==> src/rtl/lpc_pkg.sv <==
// shared types, codes and saturation helpers for the lagrange coefficient block
package lpc_pkg;

    localparam logic signed [63:0] Q_ONE   = 64'sh0000_0001_0000_0000;
    localparam logic signed [63:0] S64_MAX = 64'sh7FFF_FFFF_FFFF_FFFF;
    localparam logic signed [63:0] S64_MIN = 64'sh8000_0000_0000_0000;

    typedef enum logic [1:0] {
        ST_OK     = 2'd0,
        ST_BADIDX = 2'd1,
        ST_DUPX   = 2'd2
    } t_status;

    typedef enum logic [4:0] {
        S_IDLE, S_ONE, S_DUP_RD, S_DUP_CMP,
        S_PT_RD, S_PT_INIT, S_DIV_RD, S_DIV_GO, S_DIV_WAIT,
        S_POLY_INIT, S_FAC_RD, S_FAC_X, S_FAC_PRD, S_FAC_MUL, S_FAC_WAIT,
        S_ACC_RD, S_ACC_MUL, S_ACC_WAIT, S_EMIT_RD, S_EMIT
    } t_state;

    typedef struct packed {
        logic    wr_pt;
        logic    set_status;
        t_status status;
        logic    pt_init;
        logic    div_start;
        logic    div_take;
        logic    poly_init;
        logic    fac_xload;
        logic    fac_mul_start;
        logic    old_zero;
        logic    fac_write;
        logic    acc_mul_start;
        logic    acc_write;
        logic    acc_clr;
        logic    emit_acc;
    } t_dp_cmd;

    typedef struct packed {
        logic dup_eq;
        logic div_done;
        logic mul_done;
    } t_dp_sts;

    // sign and magnitude to int64 with clamping
    function automatic logic signed [63:0] sat_mag96(input logic neg, input logic [95:0] m);
        logic signed [63:0] res;
        if (!neg) begin
            res = (m[95:63] != '0) ? S64_MAX : $signed(m[63:0]);
        end else begin
            res = (m[95:63] != '0) ? S64_MIN : -$signed(m[63:0]);
        end
        return res;
    endfunction

    // clamp an exact 65-bit sum to int64
    function automatic logic signed [63:0] sat65(input logic signed [64:0] s);
        logic signed [63:0] res;
        if (s[64] != s[63]) begin
            res = s[64] ? S64_MIN : S64_MAX;
        end else begin
            res = s[63:0];
        end
        return res;
    endfunction

endpackage

==> src/rtl/lpc_ctrl.sv <==
// sequencer: point loops, factor and accumulate steps, result handshake
module lpc_ctrl #(
    parameter int MAX_POINTS_P = 16,
    parameter int IW = $clog2(MAX_POINTS_P),
    parameter int CW = $clog2(MAX_POINTS_P + 1)
) (
    input  logic             i_clk,
    input  logic             i_rst_n,
    input  logic             i_in_valid,
    output logic             o_in_ready,
    input  logic             i_op,
    input  logic [7:0]       i_idx,
    output logic             o_out_valid,
    input  logic             i_out_ready,
    output logic [3:0]       o_power,
    output logic             o_last,
    input  logic             i_cfg_valid,
    input  logic [4:0]       i_cfg_data,
    output lpc_pkg::t_dp_cmd o_cmd,
    input  lpc_pkg::t_dp_sts i_sts,
    output logic [IW-1:0]    o_addr_a,
    output logic [IW-1:0]    o_addr_b,
    output logic [IW-1:0]    o_addr_k
);
    import lpc_pkg::*;

    t_state        r_state, n_state;
    logic [CW-1:0] r_i, n_i;
    logic [CW-1:0] r_j, n_j;
    logic [CW-1:0] r_n, n_n;
    logic [IW-1:0] r_k, n_k;
    logic [IW-1:0] r_deg, n_deg;
    logic [4:0]    r_pc;
    logic [CW-1:0] w_nc;
    logic          w_k_last;
    logic          w_k_top;

    always_comb begin
        w_nc     = ({1'b0, r_pc} > 6'(MAX_POINTS_P)) ? CW'(MAX_POINTS_P) : CW'(r_pc);
        w_k_last = CW'(r_k) + CW'(1) == r_n;
        w_k_top  = {1'b0, r_k} == {1'b0, r_deg} + (IW+1)'(1);
    end

    always_ff @(posedge i_clk) begin
        if (!i_rst_n) begin
            r_state <= S_IDLE;
            r_i     <= '0;
            r_j     <= '0;
            r_n     <= '0;
            r_k     <= '0;
            r_deg   <= '0;
            r_pc    <= '0;
        end else begin
            r_state <= n_state;
            r_i     <= n_i;
            r_j     <= n_j;
            r_n     <= n_n;
            r_k     <= n_k;
            r_deg   <= n_deg;
            if (i_cfg_valid) begin
                r_pc <= i_cfg_data;
            end
        end
    end

    always_comb begin
        n_state     = r_state;
        n_i         = r_i;
        n_j         = r_j;
        n_n         = r_n;
        n_k         = r_k;
        n_deg       = r_deg;
        o_cmd       = '0;
        o_cmd.status = ST_OK;
        o_in_ready  = 1'b0;
        o_out_valid = 1'b0;
        o_power     = 4'(r_k);
        o_last      = 1'b0;
        unique case (r_state)
            S_IDLE: begin
                o_in_ready = 1'b1;
                if (i_in_valid) begin
                    o_cmd.set_status = 1'b1;
                    if (!i_op) begin
                        if (i_idx < 8'(MAX_POINTS_P)) begin
                            o_cmd.wr_pt = 1'b1;
                        end else begin
                            o_cmd.status = ST_BADIDX;
                        end
                        n_state = S_ONE;
                    end else begin
                        n_n = w_nc;
                        n_i = '0;
                        n_j = CW'(1);
                        priority if (w_nc == '0) begin
                            n_state = S_ONE;
                        end else if (w_nc == CW'(1)) begin
                            n_state = S_PT_RD;
                        end else begin
                            n_state = S_DUP_RD;
                        end
                    end
                end
            end
            S_ONE: begin
                o_out_valid = 1'b1;
                o_power     = '0;
                o_last      = 1'b1;
                if (i_out_ready) begin
                    n_state = S_IDLE;
                end
            end
            S_DUP_RD: begin
                n_state = S_DUP_CMP;
            end
            S_DUP_CMP: begin
                n_state = S_DUP_RD;
                if (i_sts.dup_eq) begin
                    o_cmd.set_status = 1'b1;
                    o_cmd.status     = ST_DUPX;
                    n_state          = S_ONE;
                end else if (r_j + CW'(1) == r_n) begin
                    if (r_i + CW'(2) == r_n) begin
                        n_i     = '0;
                        n_state = S_PT_RD;
                    end else begin
                        n_i = r_i + CW'(1);
                        n_j = r_i + CW'(2);
                    end
                end else begin
                    n_j = r_j + CW'(1);
                end
            end
            S_PT_RD: begin
                n_state = S_PT_INIT;
            end
            S_PT_INIT: begin
                o_cmd.pt_init = 1'b1;
                n_j           = '0;
                n_state       = S_DIV_RD;
            end
            S_DIV_RD: begin
                priority if (r_j == r_n) begin
                    n_state = S_POLY_INIT;
                end else if (r_j == r_i) begin
                    n_j = r_j + CW'(1);
                end else begin
                    n_state = S_DIV_GO;
                end
            end
            S_DIV_GO: begin
                o_cmd.div_start = 1'b1;
                n_state         = S_DIV_WAIT;
            end
            S_DIV_WAIT: begin
                if (i_sts.div_done) begin
                    o_cmd.div_take = 1'b1;
                    n_j            = r_j + CW'(1);
                    n_state        = S_DIV_RD;
                end
            end
            S_POLY_INIT: begin
                o_cmd.poly_init = 1'b1;
                n_deg           = '0;
                n_j             = '0;
                n_state         = S_FAC_RD;
            end
            S_FAC_RD: begin
                priority if (r_j == r_n) begin
                    n_k     = '0;
                    n_state = S_ACC_RD;
                end else if (r_j == r_i) begin
                    n_j = r_j + CW'(1);
                end else begin
                    n_state = S_FAC_X;
                end
            end
            S_FAC_X: begin
                o_cmd.fac_xload = 1'b1;
                n_k             = '0;
                n_state         = S_FAC_PRD;
            end
            S_FAC_PRD: begin
                n_state = S_FAC_MUL;
            end
            S_FAC_MUL: begin
                o_cmd.fac_mul_start = 1'b1;
                // the coefficient above the current degree is still zero
                o_cmd.old_zero      = r_k > r_deg;
                n_state             = S_FAC_WAIT;
            end
            S_FAC_WAIT: begin
                if (i_sts.mul_done) begin
                    o_cmd.fac_write = 1'b1;
                    if (w_k_top) begin
                        n_deg   = r_deg + IW'(1);
                        n_j     = r_j + CW'(1);
                        n_state = S_FAC_RD;
                    end else begin
                        n_k     = r_k + IW'(1);
                        n_state = S_FAC_PRD;
                    end
                end
            end
            S_ACC_RD: begin
                n_state = S_ACC_MUL;
            end
            S_ACC_MUL: begin
                o_cmd.acc_mul_start = 1'b1;
                n_state             = S_ACC_WAIT;
            end
            S_ACC_WAIT: begin
                if (i_sts.mul_done) begin
                    o_cmd.acc_write = 1'b1;
                    o_cmd.acc_clr   = r_i == '0;
                    if (w_k_last) begin
                        n_k = '0;
                        if (r_i + CW'(1) == r_n) begin
                            n_state = S_EMIT_RD;
                        end else begin
                            n_i     = r_i + CW'(1);
                            n_state = S_PT_RD;
                        end
                    end else begin
                        n_k     = r_k + IW'(1);
                        n_state = S_ACC_RD;
                    end
                end
            end
            S_EMIT_RD: begin
                n_state = S_EMIT;
            end
            S_EMIT: begin
                o_out_valid    = 1'b1;
                o_cmd.emit_acc = 1'b1;
                o_last         = w_k_last;
                if (i_out_ready) begin
                    if (w_k_last) begin
                        n_state = S_IDLE;
                    end else begin
                        n_k     = r_k + IW'(1);
                        n_state = S_EMIT_RD;
                    end
                end
            end
            default: begin
                n_state = S_IDLE;
            end
        endcase
    end

    assign o_addr_a = r_i[IW-1:0];
    assign o_addr_b = r_j[IW-1:0];
    assign o_addr_k = r_k;

    a_ready_no_out: assert property (@(posedge i_clk) disable iff (!i_rst_n)
        o_in_ready |-> !o_out_valid)
        else $error("input taken while a result is pending");

    a_units_exclusive: assert property (@(posedge i_clk) disable iff (!i_rst_n)
        !(o_cmd.div_start && (o_cmd.fac_mul_start || o_cmd.acc_mul_start)))
        else $error("divider and multiplier started together");

    a_write_answers: assert property (@(posedge i_clk) disable iff (!i_rst_n)
        (i_in_valid && o_in_ready && !i_op) |=> (o_out_valid && o_last))
        else $error("point write not answered in the next cycle");

    a_dup_single: assert property (@(posedge i_clk) disable iff (!i_rst_n)
        (r_state == S_DUP_CMP && i_sts.dup_eq) |=> (r_state == S_ONE))
        else $error("duplicate x did not produce a single result");
endmodule

==> config.mk <==
export PLATFORM = sky130hd
export DESIGN_NAME = lpc_ctrl
export DESIGN_NICKNAME = d
export VERILOG_FILES = /design/src/rtl/lpc_pkg.sv /design/src/rtl/lpc_ctrl.sv
export SDC_FILE = /design/constraint.sdc
export NUM_CORES = 1
export LEC_CHECK = 0
export BUFFER_PORTS_ARGS = -buffer_cell sky130_fd_sc_hd__buf_2
export CAP_MARGIN = 20
export CORE_MARGIN = 2
export CORE_UTILIZATION = 57
export DETAILED_ROUTE_END_ITERATION = 16
export PLACE_DENSITY = 0.81
export SLEW_MARGIN = 10
export SYNTH_ARGS = -nofsm -noshare
export SYNTH_HDL_FRONTEND = slang
export SYNTH_SLANG_ARGS = --single-unit
export TNS_END_PERCENT = 100
==> constraint.sdc <==
create_clock -name i_clk -period 2.45 [get_ports i_clk]
set_clock_uncertainty 0.1 [all_clocks]
set_input_delay 0.3675 -clock i_clk [delete_from_list [all_inputs] [get_ports i_clk]]
set_output_delay 0.3675 -clock i_clk [all_outputs]
set_load 0.05 [all_outputs]
### Yosys cells after proc, flatten, opt, wreduce, memory -nomap -nowiden

Cells that the tools add are included.

* add/sub/neg operators: 7
* magnitude comparators: 3
* eq/ne operators: 47
* multiplexer cells: 78
* reduce and logical (&&, ||, !) cells: 16

Operators by type and width (number)
* 5-bit 2-to-1 mux: 34
* 5-bit case mux with 20 select lines: 1
* 4-bit 2-to-1 mux: 11
* 5-bit by 4-bit equality test with 1-bit output, second input constant: 8
* 2-bit != test, second input constant: 16
* 5-bit equality test: 6
* 5-bit case mux with 6 select lines: 1
* 5-bit by 3-bit equality test with 1-bit output, second input constant: 4
* 5-bit equality test, second input constant: 4
* 4-bit case mux with 5 select lines: 1
* 3-bit 2-to-1 mux: 6
* 1-bit 2-to-1 mux: 17
* 8-bit AND reduction: 2
* 5-bit logical NOT: 3
* 5-bit case mux with 3 select lines: 1
* 4-bit by 1-bit adder with 5-bit output, second input constant: 2
* 5-bit by 1-bit adder with 5-bit output, second input constant: 2
* 5-bit by 1-bit equality test with 1-bit output, second input constant: 2
* 5-bit by 2-bit equality test with 1-bit output, second input constant: 2
* 10-bit AND reduction: 1
* 3-bit != test, second input constant: 3
* 4-bit by 1-bit adder with 4-bit output, second input constant: 2
* 8-bit by 5-bit less-than comparator with 1-bit output, second input constant: 1
* 4-bit case mux with 2 select lines: 1
* other kinds (15): 20

* flip-flop bits (word level): 33
* input bits: 22
* word-level logic and storage cells: 158

### Longest topological paths before layout

* depth in word-level cells: 8
* gate-level depth with buffers: 9
* depth with buffers taken out: 8

### Least setup slack after synthesis

No wires, ideal clock.

* kind: register to output
* from: register r_state[2]
* to: output o_cmd[15] in the netlist's numbering
* data arrival time: 3.028 ns
* required time: 1.982 ns
* path slack: -1.045 ns
* stages on the path, launching flop included: 6
* path buffers: 1
* cell sequence: dfxtp_1 -> clkbuf_1 -> or3_1 -> nor3_2 -> nand2_1 -> nor3b_1

RTL lines
* start, declared: line lpc_ctrl.sv:27 `t_state r_state, n_state;`
* start signal, assigned: line lpc_ctrl.sv:54 `r_state <= n_state;`
* end, declared: line lpc_ctrl.sv:19 `output lpc_pkg::t_dp_cmd o_cmd,`

### Worst setup path after layout

* from: register r_k[0] (netlist: o_addr_k[0])
* to: register r_j[3]

* cells in the longest elaborated chain, start to end: 3

Ends and longest elaborated chain
* start, declared: line lpc_ctrl.sv:31 `logic [IW-1:0] r_k, n_k;`
* start signal, assigned: line lpc_ctrl.sv:58 `r_k <= n_k;`
* 4-bit by 5-bit equality test with 1-bit output: line lpc_ctrl.sv:41 `w_k_top = {1'b0, r_k} == {1'b0, r_deg} + (IW+1)'(1);`
* 2-bit != test (no line)
* 10-bit AND reduction (no line)
* end signal, assigned: line lpc_ctrl.sv:56 `r_j <= n_j;`
* end, declared: line lpc_ctrl.sv:29 `logic [CW-1:0] r_j, n_j;`

No other way between the ends.
A chain may end at the register's enable or synchronous reset.

==> reports/metrics.cfg <==
[yosys]
synth_cells=407
netlist_area_um2=3130
synth_most_common_cell=nand2_1
synth-edff-count=0
syn-mean-instance-area_um2=7.68
syn_nets=439
yosys.cell_types.count=66
ys.flop_type=dfxtp_1
ys_seq_elements=33
yosys_warnings=0
async_reset_ff_share_pct=0
synth_common_cells=nand2_1 (35), dfxtp_1 (33), nor2_1 (32)
synth_top_area_cell=dfxtp_1
synth_seq_area_share_pct=21.1
yosys-top-cells-area=dfxtp_1 (21%), xnor2_1 (5.9%), xor2_1 (4.8%)
synth_top_area_share_pct=21.1

[global_routing]
grt_max_degree=19
antenna_found_initial=0
grt.total_usage_pct=31.1
grt_pass1_wl_mm=15.4
grt_pass1_vias=3258
overflow=0

[clocking]
root_buffer=clkbuf_8
h-tree-depth=2
cts_made_buffers=5
clk_pin_slew_ps=70
hold_buffers=0
cts_buffer_depth=2
cts_num_sinks=33
cts_tree=yes
clock_latency_ps=290

[final_layout]
seqCellArea_um2=677
fin_cells=552
syn_to_final_growth_pct=25.3
multiInputGateArea_um2=2370
fill_cells=392
drive_gt1_share_pct=30.9
antennaDiodeCount=0
nets=513
design_area_um2=3920

[floorplanning]
dieWidth_um=78.1
die-area_um2=6090
io_pins=57
dieHeight_um=78.1
coreArea_um2=5200
std_cell_rows=26
start_util_pct=60.1

[power]
clkPwrFrac_pct=18.2
p_leak_uw=0.00169
p_comb_share_pct=54.3
peakVddDrop_v=0.000524
power.density_nw_per_um2=586
intPower_uw=1250
power.switching_uw=1050
p_sw_share_pct=45.7
design_power_total_uw=2290
seqPwrFrac_pct=27.5

[placement]
dpl-instance-area_um2=3710
portBuffers=52
gp_congestion=0.948
dp_cells=541
dpl.hpwl_mm=7.28
dp_slack_ps=62.1

[hold_path]
min_path_cells=3
hold_class=input pin to flip-flop
holdPathEnd=r_pc[4]
worstHoldStart=i_cfg_data[4]

[setup_path]
start_kind=flip-flop
crit_slowest_cell=dfxtp_4
cpPeakStageDelay_ps=380
ff2ff_path_depth=10
crit_fanout=5
crit_start=o_addr_k[0]
worst-setup-path-type=flip-flop to flip-flop
r2r_end=r_j[3]
crit_chain=inv_1 > ha_1 > a31oi_1 > nand3_1 > o21ai_1 > buf_4 > o2111ai_1 > buf_4 > a211oi_1 > o32ai_2
worstSetupEndpointType=flip-flop
r2r_start=o_addr_k[0]
worst_path_most_repeated_cell=buf_4
critPathArrivalTime_ps=2460
required_ps=2510
ff2ff_setup_slack_ps=50

[timing]
finalSetupViolCount=0
period_needed_ps=2400
fmax_ghz=0.417
setup_slack_ps=51.7
finalHoldViolCount=0
slew_viol_final=0
worst_pin_slew_ps=652
relSlewSlack_pct=56.5
min_period_over_period_pct=97.9

[routing]
drc=0
drtPass1Iterations=7
vias=3487
vias_per_cell=6.32
drt-initial-drc-count=335
wl_per_cell_um=17.5
ant_nets=0
wirelength_mm=9.66

[job]
drv_cap=0

[status]
status=completed

-- logic make-up after synthesis --
group | Yosys count | synth area share [%]
buf+inv | 49 | 8.48
simple gates | 162 | 28.2
compound gates | 105 | 23.6
flops | 33 | 21.1
xor+xnor | 40 | 12.1
fa+ha+maj | 10 | 4.00
mux | 8 | 2.56
-- what timing repair did --
action,4_1_cts,5_1_grt
buffers inserted,1,2
pin swaps,2,4
resized for setup,9,21
endpoints found under the hold margin,0,0
endpoints found under the setup margin,11,18
-- state kept, by name, indices dropped and copies added (netlist names) --
signal,cells
r_i,5
r_j,5
r_n,5
r_pc,5
r_state,5
o_addr_k,4
r_deg,4
-- layout make-up --
| type | instances | area share, % |
|---|---|---|
| clock buffers | 8 | 2.04 |
| flip-flops and latches | 33 | 17.3 |
| multi-input cells | 325 | 60.6 |
| well taps | 70 | 2.24 |
| inverters | 15 | 1.44 |
| repair buffers | 101 | 16.4 |
-- power by group through the flow --
| stage | clock (uW) | combinational (uW) | sequential (uW) |
|---|---|---|---|
| 3_5_place_dp | 0 | 1150 | 635 |
| 2_1_floorplan | 0 | 860 | 615 |
| 4_1_cts | 417 | 1180 | 626 |
| 3_3_place_gp | 0 | 1110 | 633 |
| 6_report | 418 | 1250 | 631 |
| 5_1_grt | 440 | 1330 | 634 |
-- layout by cell type, fill, tap and decap left out, types with 9 or more instances in the layout --
master and count:
buf_2 48, dfxtp_1 24, xnor2_1 21, inv_1 15, ha_1 9, nand2_1 34, nand3_1 15, a21oi_1 24
xor2_1 17, buf_4 52, nor2_1 28, o21ai_0 13
-- stage by stage --
stage | utilization (%) | TNS [ps] | hold slack, ps
floorplan | - | -214 | 370
global placement | 71.3 | 0 | 398
detailed placement | 71.3 | 0 | 408
CTS | 73.5 | 0 | 214
global route | 75.3 | -81.4 | 229
finish | 75.3 | 0 | 225
-- worst max path at each step --
stage	endpoint	slack, ps	cells past startpoint
floorplan	o_cmd[15]	-120	5
global placement	o_cmd[1]	130	6
detailed placement	r_j[0]	60	10
CTS	o_cmd[1]	20	6
global route	r_j[0]	-50	10
finish	r_j[3]	50	10
-- critical path: cells and delay by family (launching register included) --
| kind | cells | cell delay [ps] |
|---|---|---|
| AOI/OAI and AO/OA | 5 | 900 |
| buffers and inverters | 3 | 410 |
| DFF | 1 | 380 |
| adders and majority gates | 1 | 310 |
| and+or+nand+nor | 1 | 160 |
-- routing by layer --
metal / share of wire [%] / routed length, um / GRT usage [%] / vias to the layer above
li1: - / - / - / 1636
met3: 8.4 / 811 / 5.17 / 32
met5: 0 / 0 / 0 / -
met4: 3.1 / 297 / 12.6 / 0
met1: 42 / 4020 / 39.9 / 1592
met2: 47 / 4530 / 51.9 / 227
Power figures use the tool's default switching activity.
